### src/hdl/wtjs_pkg.sv
`timescale 1ns / 1ps
`default_nettype none
package wtjs_pkg;

	localparam int PT_W        = 16;
	localparam int ETA_W       = 12;
	localparam int TAG_W       = 16;
	localparam int RANK_W      = 2;
	localparam int CFG_IDX_W   = 2;
	localparam int CFG_DATA_W  = 16;
	localparam int QUEUE_DEPTH = 4;
	localparam int QPTR_W      = 2;
	localparam int QCNT_W      = 3;

	localparam logic [CFG_IDX_W-1:0] CFG_PT_LOW   = 2'd0;
	localparam logic [CFG_IDX_W-1:0] CFG_PT_HIGH  = 2'd1;
	localparam logic [CFG_IDX_W-1:0] CFG_ETA_LOW  = 2'd2;
	localparam logic [CFG_IDX_W-1:0] CFG_ETA_HIGH = 2'd3;

	localparam logic [PT_W-1:0]         PT_LOW_RST   = 16'h0000;
	localparam logic [PT_W-1:0]         PT_HIGH_RST  = 16'hFFFF;
	localparam logic signed [ETA_W-1:0] ETA_LOW_RST  = 12'sh800;
	localparam logic signed [ETA_W-1:0] ETA_HIGH_RST = 12'sh7FF;

	// One classified jet as it travels from the front to the back.
	typedef struct packed {
		logic                    pass;
		logic signed [TAG_W-1:0] tag;
		logic                    last;
	} jet_item_t;

endpackage
`default_nettype wire

### src/hdl/windowed_top4_jet_tag_select.sv
// Flow: a jet is registered in the front stage, then written to the queue; a jet marked last is
// popped into a single snapshot, which offers its results from rank 0. Throughput: one jet per
// cycle while in_ready is high; results leave one per cycle while out_ready is high, TOP_COUNT
// beats, so the next event's jets are taken meanwhile; its last jet waits for the snapshot.
// Reset: asynchronous, clears the cuts to their full windows, the queue and the list.
`timescale 1ns / 1ps
`default_nettype none
module windowed_top4_jet_tag_select #(
	parameter int TOP_COUNT = 4
) (
	input  logic                                   clk,
	input  logic                                   arst_n,
	input  logic                                   cfg_we,
	input  logic [wtjs_pkg::CFG_IDX_W-1:0]         cfg_index,
	input  logic [wtjs_pkg::CFG_DATA_W-1:0]        cfg_wdata,
	input  logic                                   in_valid,
	output logic                                   in_ready,
	input  logic [wtjs_pkg::PT_W-1:0]              jet_pt,
	input  logic signed [wtjs_pkg::ETA_W-1:0]      jet_eta,
	input  logic signed [wtjs_pkg::TAG_W-1:0]      jet_tag,
	input  logic                                   last_jet,
	output logic                                   out_valid,
	input  logic                                   out_ready,
	output logic [wtjs_pkg::RANK_W-1:0]            rank,
	output logic signed [wtjs_pkg::TAG_W-1:0]      tag_value,
	output logic                                   entry_valid,
	output logic                                   last_of_run
);

	localparam int CNT_W = $clog2(TOP_COUNT + 1);

	logic                         push;
	wtjs_pkg::jet_item_t          push_item;
	logic                         queue_full;
	logic                         queue_empty;
	logic                         pop;
	wtjs_pkg::jet_item_t          head_item;
	logic [wtjs_pkg::QCNT_W-1:0]  queue_fill;
	logic [CNT_W-1:0]             live_count;

	wtjs_front u_front (
		.clk        (clk),
		.arst_n     (arst_n),
		.cfg_we     (cfg_we),
		.cfg_index  (cfg_index),
		.cfg_wdata  (cfg_wdata),
		.in_valid   (in_valid),
		.in_ready   (in_ready),
		.jet_pt     (jet_pt),
		.jet_eta    (jet_eta),
		.jet_tag    (jet_tag),
		.last_jet   (last_jet),
		.push       (push),
		.push_item  (push_item),
		.queue_full (queue_full)
	);

	wtjs_queue u_queue (
		.clk       (clk),
		.arst_n    (arst_n),
		.push      (push),
		.push_item (push_item),
		.full      (queue_full),
		.pop       (pop),
		.pop_item  (head_item),
		.empty     (queue_empty),
		.fill      (queue_fill)
	);

	wtjs_back #(
		.TOP_COUNT (TOP_COUNT)
	) u_back (
		.clk         (clk),
		.arst_n      (arst_n),
		.queue_empty (queue_empty),
		.head_item   (head_item),
		.pop         (pop),
		.out_valid   (out_valid),
		.out_ready   (out_ready),
		.rank        (rank),
		.tag_value   (tag_value),
		.entry_valid (entry_valid),
		.last_of_run (last_of_run),
		.live_count  (live_count)
	);

	a_live_count_bound: assert property (@(posedge clk) disable iff (!arst_n)
		live_count <= CNT_W'(TOP_COUNT))
		else $error("Running list holds more entries than it has places.");

	a_queue_bound: assert property (@(posedge clk) disable iff (!arst_n)
		(queue_fill <= wtjs_pkg::QCNT_W'(wtjs_pkg::QUEUE_DEPTH)) && !(push && queue_full))
		else $error("Queue overfilled.");

	a_empty_rank_zero: assert property (@(posedge clk) disable iff (!arst_n)
		out_valid && !entry_valid |-> tag_value == '0)
		else $error("Unfilled rank carries a non-zero tag.");

	a_final_rank: assert property (@(posedge clk) disable iff (!arst_n)
		out_valid && last_of_run |-> rank == wtjs_pkg::RANK_W'(TOP_COUNT - 1))
		else $error("Closing beat of an event is not the lowest rank.");

endmodule
`default_nettype wire

### src/hdl/wtjs_front.sv
`timescale 1ns / 1ps
`default_nettype none
module wtjs_front (
	input  logic                                   clk,
	input  logic                                   arst_n,
	input  logic                                   cfg_we,
	input  logic [wtjs_pkg::CFG_IDX_W-1:0]         cfg_index,
	input  logic [wtjs_pkg::CFG_DATA_W-1:0]        cfg_wdata,
	input  logic                                   in_valid,
	output logic                                   in_ready,
	input  logic [wtjs_pkg::PT_W-1:0]              jet_pt,
	input  logic signed [wtjs_pkg::ETA_W-1:0]      jet_eta,
	input  logic signed [wtjs_pkg::TAG_W-1:0]      jet_tag,
	input  logic                                   last_jet,
	output logic                                   push,
	output wtjs_pkg::jet_item_t                    push_item,
	input  logic                                   queue_full
);

	logic [wtjs_pkg::PT_W-1:0]         pt_low_q;
	logic [wtjs_pkg::PT_W-1:0]         pt_high_q;
	logic signed [wtjs_pkg::ETA_W-1:0] eta_low_q;
	logic signed [wtjs_pkg::ETA_W-1:0] eta_high_q;
	logic                              valid_s1;
	wtjs_pkg::jet_item_t               item_s1;
	logic                              pass;
	logic                              advance;

	always_ff @(posedge clk or negedge arst_n) begin
		if (!arst_n) begin
			pt_low_q   <= wtjs_pkg::PT_LOW_RST;
			pt_high_q  <= wtjs_pkg::PT_HIGH_RST;
			eta_low_q  <= wtjs_pkg::ETA_LOW_RST;
			eta_high_q <= wtjs_pkg::ETA_HIGH_RST;
		end else if (cfg_we) begin
			unique case (cfg_index)
				wtjs_pkg::CFG_PT_LOW:   pt_low_q   <= cfg_wdata;
				wtjs_pkg::CFG_PT_HIGH:  pt_high_q  <= cfg_wdata;
				wtjs_pkg::CFG_ETA_LOW:  eta_low_q  <= cfg_wdata[wtjs_pkg::ETA_W-1:0];
				wtjs_pkg::CFG_ETA_HIGH: eta_high_q <= cfg_wdata[wtjs_pkg::ETA_W-1:0];
				default: ;
			endcase
		end
	end

	assign pass = (jet_pt >= pt_low_q) && (jet_pt <= pt_high_q) &&
	              (jet_eta >= eta_low_q) && (jet_eta <= eta_high_q);

	assign advance  = !valid_s1 || !queue_full;
	assign in_ready = advance;

	always_ff @(posedge clk or negedge arst_n) begin
		if (!arst_n) begin
			valid_s1 <= 1'b0;
		end else if (advance) begin
			valid_s1 <= in_valid;
		end
	end

	always_ff @(posedge clk) begin
		if (advance && in_valid) begin
			item_s1.pass <= pass;
			item_s1.tag  <= jet_tag;
			item_s1.last <= last_jet;
		end
	end

	assign push      = valid_s1 && !queue_full;
	assign push_item = item_s1;

endmodule
`default_nettype wire

### src/hdl/wtjs_queue.sv
`timescale 1ns / 1ps
`default_nettype none
module wtjs_queue (
	input  logic                              clk,
	input  logic                              arst_n,
	input  logic                              push,
	input  wtjs_pkg::jet_item_t               push_item,
	output logic                              full,
	input  logic                              pop,
	output wtjs_pkg::jet_item_t               pop_item,
	output logic                              empty,
	output logic [wtjs_pkg::QCNT_W-1:0]       fill
);

	wtjs_pkg::jet_item_t              slot_q [wtjs_pkg::QUEUE_DEPTH];
	logic [wtjs_pkg::QPTR_W-1:0]      wr_ptr_q;
	logic [wtjs_pkg::QPTR_W-1:0]      rd_ptr_q;
	logic [wtjs_pkg::QCNT_W-1:0]      count_q;

	assign full     = (count_q == wtjs_pkg::QCNT_W'(wtjs_pkg::QUEUE_DEPTH));
	assign empty    = (count_q == '0);
	assign fill     = count_q;
	assign pop_item = slot_q[rd_ptr_q];

	always_ff @(posedge clk) begin
		if (push) begin
			slot_q[wr_ptr_q] <= push_item;
		end
	end

	always_ff @(posedge clk or negedge arst_n) begin
		if (!arst_n) begin
			wr_ptr_q <= '0;
			rd_ptr_q <= '0;
			count_q  <= '0;
		end else begin
			if (push) begin
				wr_ptr_q <= wr_ptr_q + 1'b1;
			end
			if (pop) begin
				rd_ptr_q <= rd_ptr_q + 1'b1;
			end
			if (push && !pop) begin
				count_q <= count_q + 1'b1;
			end else if (pop && !push) begin
				count_q <= count_q - 1'b1;
			end
		end
	end

endmodule
`default_nettype wire

### src/hdl/wtjs_back.sv
`timescale 1ns / 1ps
`default_nettype none
module wtjs_back #(
	parameter int TOP_COUNT = 4
) (
	input  logic                                 clk,
	input  logic                                 arst_n,
	input  logic                                 queue_empty,
	input  wtjs_pkg::jet_item_t                  head_item,
	output logic                                 pop,
	output logic                                 out_valid,
	input  logic                                 out_ready,
	output logic [wtjs_pkg::RANK_W-1:0]          rank,
	output logic signed [wtjs_pkg::TAG_W-1:0]    tag_value,
	output logic                                 entry_valid,
	output logic                                 last_of_run,
	output logic [$clog2(TOP_COUNT+1)-1:0]       live_count
);

	localparam int CNT_W = $clog2(TOP_COUNT + 1);
	localparam int IDX_W = (TOP_COUNT > 1) ? $clog2(TOP_COUNT) : 1;
	localparam logic [CNT_W-1:0] CNT_MAX  = CNT_W'(TOP_COUNT);
	localparam logic [IDX_W-1:0] IDX_LAST = IDX_W'(TOP_COUNT - 1);

	logic signed [wtjs_pkg::TAG_W-1:0] live_q [TOP_COUNT];
	logic signed [wtjs_pkg::TAG_W-1:0] ins    [TOP_COUNT];
	logic signed [wtjs_pkg::TAG_W-1:0] snap_q [TOP_COUNT];
	logic [CNT_W-1:0]                  cnt_q;
	logic [CNT_W-1:0]                  cnt_next;
	logic [CNT_W-1:0]                  snap_cnt_q;
	logic [TOP_COUNT-1:0]              ge;
	logic                              busy_q;
	logic [IDX_W-1:0]                  idx_q;
	logic                              out_fire;
	logic                              final_beat;
	logic                              snap_free;

	// Each kept entry at or above the new tag stays put; the tag drops in
	// just below them and the rest shift down by one place.
	always_comb begin
		for (int i = 0; i < TOP_COUNT; i++) begin
			ge[i] = (CNT_W'(i) < cnt_q) && (live_q[i] >= head_item.tag);
		end
		ins[0] = ge[0] ? live_q[0] : head_item.tag;
		for (int i = 1; i < TOP_COUNT; i++) begin
			if (ge[i]) begin
				ins[i] = live_q[i];
			end else if (ge[i-1]) begin
				ins[i] = head_item.tag;
			end else begin
				ins[i] = live_q[i-1];
			end
		end
	end

	assign cnt_next = (head_item.pass && (cnt_q < CNT_MAX)) ? cnt_q + 1'b1 : cnt_q;

	assign out_fire   = busy_q && out_ready;
	assign final_beat = out_fire && (idx_q == IDX_LAST);
	assign snap_free  = !busy_q || final_beat;
	assign pop        = !queue_empty && (!head_item.last || snap_free);

	always_ff @(posedge clk or negedge arst_n) begin
		if (!arst_n) begin
			cnt_q  <= '0;
			busy_q <= 1'b0;
			idx_q  <= '0;
		end else begin
			if (out_fire) begin
				if (idx_q == IDX_LAST) begin
					busy_q <= 1'b0;
					idx_q  <= '0;
				end else begin
					idx_q <= idx_q + 1'b1;
				end
			end
			if (pop) begin
				if (head_item.last) begin
					cnt_q  <= '0;
					busy_q <= 1'b1;
					idx_q  <= '0;
				end else begin
					cnt_q <= cnt_next;
				end
			end
		end
	end

	always_ff @(posedge clk) begin
		if (pop) begin
			if (head_item.last) begin
				snap_cnt_q <= cnt_next;
				for (int i = 0; i < TOP_COUNT; i++) begin
					snap_q[i] <= head_item.pass ? ins[i] : live_q[i];
				end
			end else if (head_item.pass) begin
				for (int i = 0; i < TOP_COUNT; i++) begin
					live_q[i] <= ins[i];
				end
			end
		end
	end

	assign out_valid   = busy_q;
	assign rank        = wtjs_pkg::RANK_W'(idx_q);
	assign entry_valid = (CNT_W'(idx_q) < snap_cnt_q);
	assign tag_value   = entry_valid ? snap_q[idx_q] : '0;
	assign last_of_run = (idx_q == IDX_LAST);
	assign live_count  = cnt_q;

endmodule
`default_nettype wire

### config.mk
export PLATFORM = sky130hd
export DESIGN_NAME = windowed_top4_jet_tag_select
export DESIGN_NICKNAME = d
export VERILOG_FILES = /design/src/hdl/wtjs_pkg.sv /design/src/hdl/windowed_top4_jet_tag_select.sv /design/src/hdl/wtjs_front.sv /design/src/hdl/wtjs_queue.sv /design/src/hdl/wtjs_back.sv
export SDC_FILE = /design/constraint.sdc
export NUM_CORES = 1
export LEC_CHECK = 0
export BUFFER_PORTS_ARGS = -buffer_cell sky130_fd_sc_hd__clkbuf_2
export CORE_MARGIN = 2
export CORE_UTILIZATION = 40
export CTS_CLUSTER_SIZE = 14
export DETAILED_ROUTE_END_ITERATION = 16
export MAX_ROUTING_LAYER = met4
export SYNTH_ARGS = -nofsm -noshare
export SYNTH_HDL_FRONTEND = slang
export SYNTH_SLANG_ARGS = --single-unit
### constraint.sdc
create_clock -name clk -period 12.7 [get_ports clk]
set_input_delay 1.905 -clock clk [delete_from_list [all_inputs] [get_ports clk]]
set_output_delay 1.905 -clock clk [all_outputs]
set_load 0.005 [all_outputs]
; After elaboration in Yosys (flattened, before gate mapping)
; Memory sizes are Yosys's and may differ from the RTL's.
; Cells that the tools add are included.
[totals]
ff_bits = 91
ram_bits = 200
inputBits = 68
mem_count = 3
[memory_table]
columns = memory, depth, word_bits, read_ports, rd_clocked_by_memory_dff, write_ports, line_no
row1 = u_queue.slot_q, 4, 18, 1, 0, 1, wtjs_queue.sv:15  ; wtjs_pkg::jet_item_t slot_q [wtjs_pkg::QUEUE_DEPTH];
row2 = u_back.live_q, 4, 16, 4, 0, 4, wtjs_back.sv:25  ; logic signed [wtjs_pkg::TAG_W-1:0] live_q [TOP_COUNT];
row3 = u_back.snap_q, 4, 16, 1, 0, 4, wtjs_back.sv:27  ; logic signed [wtjs_pkg::TAG_W-1:0] snap_q [TOP_COUNT];
[op_classes]
add_sub_neg = 6
n_lt_le_gt_ge = 14
n_eq_ne = 5
muxes = 33
reduce_logical = 33
[ops]
columns = operator, n
row1 = 2-to-1 mux 16 bit, 12
row2 = >= comparator 16 bit, 5
row3 = less-or-equal comparator 16 bit, 1
row4 = logical AND 1 bit, 15
row5 = 2-to-1 mux 1 bit, 13
row6 = >= comparator 12 bit, 1
row7 = less-or-equal comparator 12 bit, 1
row8 = 2-to-1 mux 3 bit, 4
row9 = AND reduction 2 bit, 5
row10 = 2-to-1 mux 2 bit, 4
row11 = zero test 1 bit, 7
row12 = "adder 2 x 1 -> 2 bit, second input constant", 3
row13 = "adder 3 x 1 -> 3 bit, second input constant", 2
row14 = "equality test 2 bit, second input constant", 3
row15 = "< comparator 1 x 3 -> 1 bit, first input constant", 2
row16 = "< comparator 2 x 3 -> 1 bit, first input constant", 2
row17 = "equality test 3 bit, second input constant", 1
row18 = zero test 3 bit, 1
row19 = logical OR 1 bit, 3
row20 = < comparator 2 x 3 -> 1 bit, 1
row21 = "< comparator 3 bit, second input constant", 1
row22 = "subtractor 3 x 1 -> 3 bit, second input constant", 1
row23 = "equality test 2 x 1 -> 1 bit, second input constant", 1
row24 = zero test 2 bit, 1
row25 = nonzero test 2 bit, 1

; Depth between registers and ports, before layout
; Gate-level depths: netlist (run 1).
[depth]
ltp_word = 8
ltp_mapped = 14
mapped_depth_nobuf = 11

; Hierarchy
; From an unflattened synthesis (run 1), not the netlist that was laid out.
[unflattened]
cells_unflattened = 1181
hier_area_um2 = 15361.0
[modules_own_cells]
columns = module, instances, cells_per_inst, area_per_inst_um2, seq_area_each_um2
row1 = wtjs_back, 1, 707, 8311.7, 4083.9
row2 = wtjs_front, 1, 346, 4056.4, 2001.9
row3 = wtjs_queue, 1, 128, 2992.9, 2337.2

; Least setup slack after synthesis (run 1)
; Ideal clock, no wire load.
[synth_timing]
path_type = reg-to-reg
start = reg u_queue.rd_ptr_q[0] in the netlist's numbering
end = mem u_back.live_q[0][0] in the netlist's numbering (enable)
setup_ps = 565
arrival_time_ps = 5943
required_ps = 12135
setup_slack_ps = 6192
path_stages_with_launch = 5
path_buffers = 2
synth_period_minus_slack_ps = 6508
cell_sequence = dfrtp_1 -> buf_2 -> buf_2 -> mux4_2 -> nor3_1
[synth_lines]
columns = item, line_no
row1 = from (decl), wtjs_queue.sv:17  ; logic [wtjs_pkg::QPTR_W-1:0] rd_ptr_q;
row2 = from (signal assigned), wtjs_queue.sv:41  ; rd_ptr_q <= rd_ptr_q + 1'b1;
row3 = to (decl), wtjs_back.sv:25

==> results.yml, run 1 <==
status:
  outcome: "complete, no violations"
worst_setup_path:
  critPathLaunchType: "flop"
  crit_buf_inv: 2
  worst-path-stages: 11
  crit_chain: "buf_4 > mux4_2 > inv_1 > ha_1 > nor2b_1 > o211ai_1 > a2111oi_2 > nor4_1 > mux2_2 > o21ai_2 > mux2_2"
  worstPathRequired_ns: 12.96
  worstPathArrival_ns: 5.22
  crit_family: "multiplexers"
  critical_path_class: "flop to flop"
  crit_top_cell: "mux2_2"
  worstSetupStartpoint: "u_queue.rd_ptr_q[0]"
  cp_slowest_cell: "o21ai_2"
  worstSetupEndpoint: "u_back.live_q[3][2]"
  rr_endpoint: "u_back.live_q[3][2]"
  worstRegToRegCells: 11
  reg2reg_from: "u_queue.rd_ptr_q[0]"
  critical_path.max_stage_delay_ns: 1.03
  rrSetupSlack_ns: 7.74
  end_kind: "flop"
  crit_fanout: 16
sta:
  fin_crit_ns: 4.962
  setup_viol_count_final: 0
  maxSlewHeadroom: 0.1173
  fin_skew_ns: 0.02400
  period_share: 0.3907
  fmax_mhz: 201.5
  worst_pin_slew_ns: 1.324
  finalHoldViolations: 0
  final.setup.worst_slack_ns: 7.738
  rsz0062_at_grt: "no"
  finalMaxSlewViolations: 0
  fin_setup_tns_ns: 0
synth:
  yosys.area.top_type: "edfxtp_1"
  async_reset_ff_frac: 0.2405
  synth-adder-area-share: 0.1038
  synth_area_um2: 15620
  ys.warnings.count: 0
  ys.flop_type: "edfxtp_1"
  syn_inst: 1128
  synth_top_family_by_area: "multiplexers"
  ys_seq_elements: 291
  synth_compound_area_frac: 0.07273
  yosys.area_share.simple: 0.06256
  yosys-top-cells-area: "edfxtp_1, ha_1, mux2_2, dfrtp_1, mux4_2"
  synth.avg_cell_area_um2: 13.85
  synth-edff-count: 221
  synth_nets: 1325
  post-synth-top-area-fraction: 0.4248
  muxShareOfSynthArea: 0.1821
  ys_seq_area_frac: 0.5392
  synth_xor_area_frac: 0.003925
  synth_cell_type_count: 63
placement:
  dp.cells: 1709
  port_buffers: 89
  preCtsSetupSlack_ns: 7.759
  dp_hpwl_um: 24140
  finalWeightedCongestion: 0.8695
grt:
  grtUsageMet3: 0.02656
  antenna_found_initial: 0
  overflow: 0
  grt_max_degree: 72
  busiest_layer: "met2"
  grt_use_total: 0.1759
  use_met2: 0.2754
  grt_pass1_vias: 9575
  grt_pass1_wl_um: 54210
  grt_util_met1: 0.2400
floorplan:
  die_x_um: 201.6
  ios: 90
  dieArea_um2: 40650
  die_h_um: 201.6
  start_util: 0.4051
  core_um2: 38560
  fp-row-count: 72
clocking:
  postCtsHoldBufs: 0
  ctsResizeCount: 0
  cts_tree: "done"
  root_buffer: "clkbuf_16"
  clock_sinks: 291
  post_cts_buffers: 0
  htreeDepth: 2
  clock_path_buffers: 3
  path_clk_slew_ns: 0.06
  numCtsBuffers: 34
  clk_latency_ns: 0.53
hold_path:
  hold_depth: 0
  hp-class: "flop to flop"
finish:
  n_fill_cell: 3502
  area_delta_synth_final_pct: 13.75
  nets: 1424
  stdcell_count: 1772
  drive_gt1_frac: 0.3232
route:
  drt-initial-drc-count: 599
  routed_wl_um: 34080
  vias_per_cell: 5.251
  first_pass_iters: 5
  vias: 9305
  antenna_left: 0
  wl_per_cell_um: 19.23
  post-route-drc-count: 0
pwr:
  peakVddDrop_mv: 0.1533
  powerDensity_nw_per_um2: 307.2
  power.leakage_nw: 7.090
job:
  max-cap-violations: 0
[cell type report]
class,count,area [µm²],share of cell area
clock buffers,39,890.9,0.05013
clock inverters,23,265.3,0.01493
repair buffers,104,560.5,0.03154
diodes,1,2.502,0.0001408
well taps,518,648.1,0.03647
flip-flops and latches,291,8423,0.4740
multi-input cells,711,6660,0.3748
inverters,85,319.1,0.01796
[how the worst min path moves through the flow]
stage | end | from | slack (ns)
floorplan | u_queue.slot_q[0][0] | u_front.push_item[0] | 0.46
global placement | u_queue.slot_q[0][13] | u_front.push_item[13] | 0.48
detailed placement | u_queue.slot_q[0][17] | u_front.push_item[17] | 0.49
CTS | u_queue.slot_q[2][17] | u_front.push_item[17] | 0.50
global route | u_front.eta_low_q[1] | u_front.eta_low_q[1] | 0.52
finish | u_queue.slot_q[2][17] | u_front.push_item[17] | 0.50
[cell usage in the layout (no fill, tap or decap), types with 7 or more instances in the layout]
cell type  Yosys  layout
ha_1         128     128
dfstp_2       28      28
clkinv_2       0       8
inv_1         85      85
o21ai_0       48      48
a31oi_1       33      33
a21oi_1       37      37
nand4_1       21      21
nor2b_1       23      23
or3_1         16      16
mux4_2        34      34
dfrtp_1       42      42
buf_4          6      16
nor3_1         9       7
nor2_1        46      46
nand3_1       10      10
mux2_2       137     137
clkbuf_2       0      88
a21o_1        23      23
nand2_1       33      33
clkbuf_16      0      35
nor4_1         7       7
mux2_4        35      35
edfxtp_1     221     221
nand2b_1       7       7
o21a_1         7       7
[worst reg2reg max path, cell delays in order, from the launching register on]
cell	delay, ns
dfrtp_1	0.62
buf_4	0.34
mux4_2	0.60
inv_1	0.19
ha_1	0.27
nor2b_1	0.13
o211ai_1	0.23
a2111oi_2	0.11
nor4_1	0.34
mux2_2	0.40
o21ai_2	1.03
mux2_2	0.44
[cells in the mapped netlist, types with 2 or more instances]
cell and instances:
and2_1 7, nand3b_1 2, nand3_1 10, o31a_1 2, a21o_1 23, a21oi_1 37
o21ai_2 2, inv_1 85, a2111oi_0 2, buf_4 6, xor2_1 3, nor3_1 9
mux2_2 137, or3_1 16, dfstp_2 28, a211o_1 3, edfxtp_1 221, mux2_4 35
nand4_1 21, a211oi_1 3, buf_2 4, o21a_1 7, o21ai_0 48, clkbuf_1 21
xnor2_1 4, buf_6 4, nor4_1 7, mux4_2 34, a31oi_1 33, o211ai_1 5
ha_1 128, nor2_1 46, dfrtp_1 42, nand2_1 33, nor2b_1 23, nand2b_1 7
buf_1 4
[metal layers]
metal	up-vias	routed length (µm)
li1	4505	-
met1	4566	16260
met2	186	15810
met3	48	1320
met4	0	692
met5	-	0
[power by group]
part           leakage (nW)  switching (mW)  total, mW  internal, mW
logic                  3.68            1.41       2.64          1.22
clock network         0.564           0.390      0.999         0.609
registers              2.85           0.229       1.82          1.59
[through the flow]
stage                     instance area (µm²)    util  power, mW  hold WS [ns]
after floorplan                         15620       -      3.757        0.4587
after global placement                  16610  0.4308      4.439        0.4805
after detailed placement                16610  0.4308      4.490        0.4904
after CTS                               17770  0.4608      5.519        0.5042
after global routing                    17770  0.4608      5.854        0.5200
final                                   17770  0.4609      5.460        0.5012
[logic make-up after synthesis]
| kind of cell | count (synthesis) |
|---|---|
| and+or+nand+nor | 189 |
| adders and majority gates | 129 |
| AOI/OAI and AO/OA | 179 |
| xor gates and xnor gates | 7 |
| buffers and inverters | 126 |
| DFF | 291 |
| muxes | 207 |
[registers in the layout, indices dropped and copies added, names as in the netlist, 3 cells and up]
name,flops
u_queue.slot_q,72
u_back.live_q,64
u_front.eta_low_q,12
u_back.snap_cnt_q,3
u_back.live_count,3
u_front.pt_high_q,16
u_back.snap_q,64
u_front.pt_low_q,16
u_queue.fill,3
u_front.push_item,18
u_front.eta_high_q,12
No activity file was read; power rests on OpenSTA's default activity.
==> inputs of run 2 (changes only) <==
- clock period: 12.7 -> 4.9 ns (I/O delays scaled with it)
==> results.yml, run 2 (synthesized netlist as in run 1, its figures left out) <==
status:
  outcome: "complete, no violations"
finish:
  area_delta_synth_final_pct: 14.34
  n_fill_cell: 3504
  nets: 1437
  diodes: 0
  drive_gt1_frac: 0.3275
  reg.largest.list: "u_queue.slot_q x72, u_back.live_q x64, u_back.snap_q x64"
  largest_register_ffs: 72
  final_common_cell: "edfxtp_1"
  postLayoutCellArea_um2: 17860
  final_cell_mix: "edfxtp_1, mux2_2, ha_1, clkbuf_2, inv_1"
  largest_register: "u_queue.slot_q"
floorplan:
  start_util: 0.4051
  dieArea_um2: 40650
  die_h_um: 201.6
  die_x_um: 201.6
  core_um2: 38560
  ios: 90
  fp-row-count: 72
grt:
  grt_pass1_wl_um: 54470
  grt_pass1_vias: 9438
  overflow: 0
  grt_max_degree: 65
  grt_use_total: 0.1795
  antenna_found_initial: 0
sta:
  period_share: 0.8558
  worst_pin_slew_ns: 0.9714
  fin_crit_ns: 4.193
  setup_viol_count_final: 0
  rsz0062_at_grt: "no"
  fmax_mhz: 238.5
  maxSlewHeadroom: 0.3505
  fin_skew_ns: 0.02471
  finalHoldViolations: 0
  holdWs_ns: 0.2916
  finalMaxSlewViolations: 0
  fin_setup_tns_ns: 0
clocking:
  clock_sinks: 291
  path_clk_slew_ns: 0.06
  clock_path_buffers: 3
  post_cts_buffers: 0
  htreeDepth: 2
  root_buffer: "clkbuf_16"
  postCtsHoldBufs: 0
  clk_latency_ns: 0.54
  ctsResizeCount: 0
  numCtsBuffers: 35
  cts_tree: "done"
placement:
  dp_hpwl_um: 24640
  finalWeightedCongestion: 0.8383
  dpl_cell_area_um2: 16700
  port_buffers: 89
route:
  wl_per_cell_um: 19.50
  first_pass_iters: 5
  antenna_left: 0
  drt-initial-drc-count: 569
  post-route-drc-count: 0
  vias_per_cell: 5.279
  routed_wl_um: 34800
  vias: 9423
worst_setup_path:
  end_kind: "flop"
  critPathLaunchType: "flop"
  critical_path_class: "flop to flop"
  crit_fanout: 48
  worstPathRequired_ns: 5.20
  worstPathArrival_ns: 4.49
pwr:
  powerDensity_nw_per_um2: 798.9
  internal_power_mw: 8.963
  power.leakage_nw: 7.151
  net-switching-power_mw: 5.306
  seqPwrFrac: 0.328
  peakVddDrop_mv: 0.4586
  clock_power_share: 0.182
  combPwrFrac: 0.489
  swShare: 0.3719
job:
  max-cap-violations: 0
hold_path:
  hp-class: "input pin to asynchronous set/reset pin"
==> run 2: cell type report <==
class                      count  area (µm²)  area share
sequential                   291        8423      0.4716
multi-input combinational    711        6666      0.3732
clock buffer                  46       948.4     0.05310
timing repair buffer         116       648.1     0.03629
tap                          518       648.1     0.03629
inverter                      85       319.1     0.01786
clock inverter                18       207.7     0.01163
==> run 2: stage by stage <==
step / power (mW) / setup WS, ns / cells / util
6_report: 14.27 / 0.7067 / 1785 / 0.4632
5_1_grt: 15.24 / 0.4501 / 1785 / 0.4632
4_1_cts: 14.39 / 0.7127 / 1785 / 0.4632
3_5_place_dp: 11.72 / 0.7259 / 1721 / 0.4332
3_3_place_gp: 11.54 / 0.7308 / 1721 / 0.4332
2_1_floorplan: 9.721 / 0.3858 / 1128 / -
==> run 2: critical path, cell delays in order (launching register included) <==
cell and delay (ns):
dfrtp_1 0.34, buf_4 0.21, mux4_2 0.63, inv_1 0.20, ha_1 0.28, a21oi_1 0.15
o21ai_0 0.12, a221o_1 0.37, a211oi_1 0.27, or3_4 0.66, mux2_2 0.42, mux2_2 0.26
==> run 2: final timing paths <==
path,slack [ns],cells past startpoint,to,startpoint
min in group clk,0.36,1,u_front.push_item[3],jet_tag[2]
worst min register to register,0.50,0,u_queue.slot_q[1][11],u_front.push_item[11]
worst max register to register,0.71,11,u_back.live_q[2][15],u_queue.rd_ptr_q[0]
worst max-delay path,0.71,11,u_back.live_q[2][15],u_queue.rd_ptr_q[0]
max in group asynchronous,3.58,2,u_front.pt_high_q[15],arst_n
worst min-delay path,0.29,1,u_front.pt_low_q[9],arst_n
==> run 2: power groups by stage <==
stage	Sequential [mW]	Combinational [mW]	Clock [mW]
finish	4.69	6.98	2.60
floorplan	4.50	5.22	0
detailed placement	4.72	7.00	0
global route	4.79	7.69	2.77
global placement	4.69	6.85	0
CTS	4.68	7.04	2.67
==> run 2: metal layers <==
layer,global-route usage,wire [µm],up-vias
li1,-,-,4537
met1,0.2395,16140,4658
met2,0.2796,16430,192
met3,0.03499,1508,36
met4,0.05147,724,0
met5,-,0,-
==> inputs of run 3 (changes only) <==
- ABC_AREA: default -> 1
==> results.yml, run 3 <==
sta:
  rsz0062_at_grt: "no"
  fin_crit_ns: 4.170
  finalMaxSlewViolations: 0
  fin_skew_ns: 0.01994
  fmax_mhz: 239.8
  setup_viol_count_final: 0
  maxSlewHeadroom: 0.2661
  finalHoldViolations: 0
  worst_pin_slew_ns: 1.098
  fin_setup_tns_ns: 0
  holdWs_ns: 0.3736
  period_share: 0.8510
clocking:
  path_clk_slew_ns: 0.06
  clock_path_buffers: 3
  post_cts_buffers: 0
  numCtsBuffers: 34
  clk_latency_ns: 0.53
  ctsResizeCount: 0
  postCtsHoldBufs: 0
  clock_sinks: 291
  cts_tree: "done"
  htreeDepth: 2
  root_buffer: "clkbuf_16"
finish:
  n_fill_cell: 3813
  final_core_util: 0.4608
  diodes: 0
  largest_register_ffs: 72
  drive_gt1_frac: 0.1529
  nets: 2037
  largest_register: "u_queue.slot_q"
  area_delta_synth_final_pct: 13.01
  reg.largest.list: "u_queue.slot_q x72, u_back.live_q x64, u_back.snap_q x64"
  final_cell_mix: "nand2_1, edfxtp_1, inv_1, nand3_1, ha_1"
  final_common_cell: "nand2_1"
worst_setup_path:
  crit_top_cell: "nand2_1"
  worstPathRequired_ns: 5.17
  rrSetupSlack_ns: 0.73
  cp_slowest_cell: "clkinv_1"
  critical_path.max_stage_delay_ns: 0.41
  crit_chain: "clkinv_1 > buf_4 > a32oi_1 > inv_1 > ha_1 > nand2_1 > nor2_1 > nand2_2 > nor2_2 > nand2_1 > nand3_1 > nand2_1 > nand3_4 > nand2_4 > or2_0 > nand3_1 > nand2_1"
  critical_path_class: "flop to flop"
  crit_buf_inv: 3
  crit_fanout: 48
  end_kind: "flop"
  critPathLaunchType: "flop"
  reg2reg_from: "u_queue.rd_ptr_q[1]"
  crit_family: "simple AND/OR/NAND/NOR gates"
  worst-path-stages: 17
  worstRegToRegCells: 17
  worstSetupStartpoint: "u_queue.rd_ptr_q[1]"
  worstPathArrival_ns: 4.44
floorplan:
  core_um2: 39910
  start_util: 0.4078
  ios: 90
  dieArea_um2: 42320
  die_x_um: 205.7
  die_h_um: 205.7
  fp-row-count: 73
synth:
  ys.warnings.count: 0
  synth_cell_type_count: 44
  ys.flop_type: "edfxtp_1"
  synth_nets: 1951
  synth-edff-count: 221
  ys_seq_area_frac: 0.5175
  post-synth-top-area-fraction: 0.4077
  yosys.area.top_type: "edfxtp_1"
  synthTopCellsByCount: "nand2_1, edfxtp_1, inv_1"
  syn_inst: 1754
  yosys-top-cells-area: "edfxtp_1, nand2_1, ha_1, dfrtp_1, dfstp_2"
  ys_seq_elements: 291
  synth_area_um2: 16280
  async_reset_ff_frac: 0.2405
  yosysMostFrequentCell: "nand2_1"
  synth.avg_cell_area_um2: 9.280
grt:
  grt_use_total: 0.2034
  grt_pass1_wl_um: 65300
  antenna_found_initial: 0
  overflow: 0
  grt_max_degree: 81
  grt_pass1_vias: 11970
route:
  post-route-drc-count: 0
  vias: 12220
  first_pass_iters: 5
  antenna_left: 0
  vias_per_cell: 5.116
  wl_per_cell_um: 16.93
  routed_wl_um: 40450
  drt-initial-drc-count: 917
status:
  outcome: "complete, no violations"
placement:
  port_buffers: 89
  finalWeightedCongestion: 0.8812
  dp_hpwl_um: 27750
hold_path:
  hp-class: "input pin to flop"
  hold_depth: 1
  min_from: "jet_tag[0]"
job:
  max-cap-violations: 0
-- run 3: cell count changes after synthesis, moves of 34 or more --
cell and delta:
a21oi_1 +55, inv_1 +99, mux2_2 -136, mux2_4 -35, mux4_2 -34, nand2_1 +429
nand3_1 +130, nor2_1 +46, o21ai_0 +59
-- run 3: kinds of logic after synthesis --
kind of cell / after synthesis / share of synthesized area
DFF: 291 / 0.5175
and+or+nand+nor: 816 / 0.2256
adders and majority gates: 129 / 0.09962
xor gates and xnor gates: 6 / 0.003229
muxes: 1 / 0.0006918
AOI/OAI and AO/OA: 256 / 0.08840
buffers and inverters: 255 / 0.06495
-- run 3: cell type report --
cell class / count / area [µm²] / area share
Multi-Input combinational cell: 1208 / 6814 / 0.3705
Tap cell: 525 / 656.9 / 0.03571
Inverter: 189 / 711.9 / 0.03870
Sequential cell: 291 / 8423 / 0.4579
Clock buffer: 41 / 897.1 / 0.04877
Clock inverter: 19 / 217.7 / 0.01184
Timing Repair Buffer: 116 / 673.1 / 0.03660
-- run 3: metal layers --
metal,wire [µm],GRT usage,vias to the layer above,part of all wire
li1,-,-,6089,-
met1,18820,0.2738,5721,0.47
met2,18480,0.3165,330,0.46
met3,2098,0.03025,82,0.052
met4,1063,0.06552,0,0.026
met5,0,-,-,0
-- run 3: stage by stage --
stage / cell area [µm²] / cells / setup WS, ns
finish: 18390 / 2389 / 0.7302
global route: 18390 / 2389 / 0.4122
CTS: 18390 / 2389 / 0.7373
detailed placement: 17280 / 2329 / 0.7611
global placement: 17280 / 2329 / 0.8903
floorplan: 16280 / 1754 / 0.6344
-- run 3: path summary, 6_finish.rpt --
kind,to
worst max-delay path,u_back.snap_q[1][1]
worst min-delay path,u_front.push_item[1]
worst max register to register,u_back.snap_q[1][1]
worst min register to register,u_front.pt_low_q[4]
max in group asynchronous,u_front.pt_low_q[13]
min in group asynchronous,u_front.eta_low_q[3]
Power of run 3 is not shown: default switching activity piles up to over one toggle a cycle in this logic, so the estimate is an artifact.
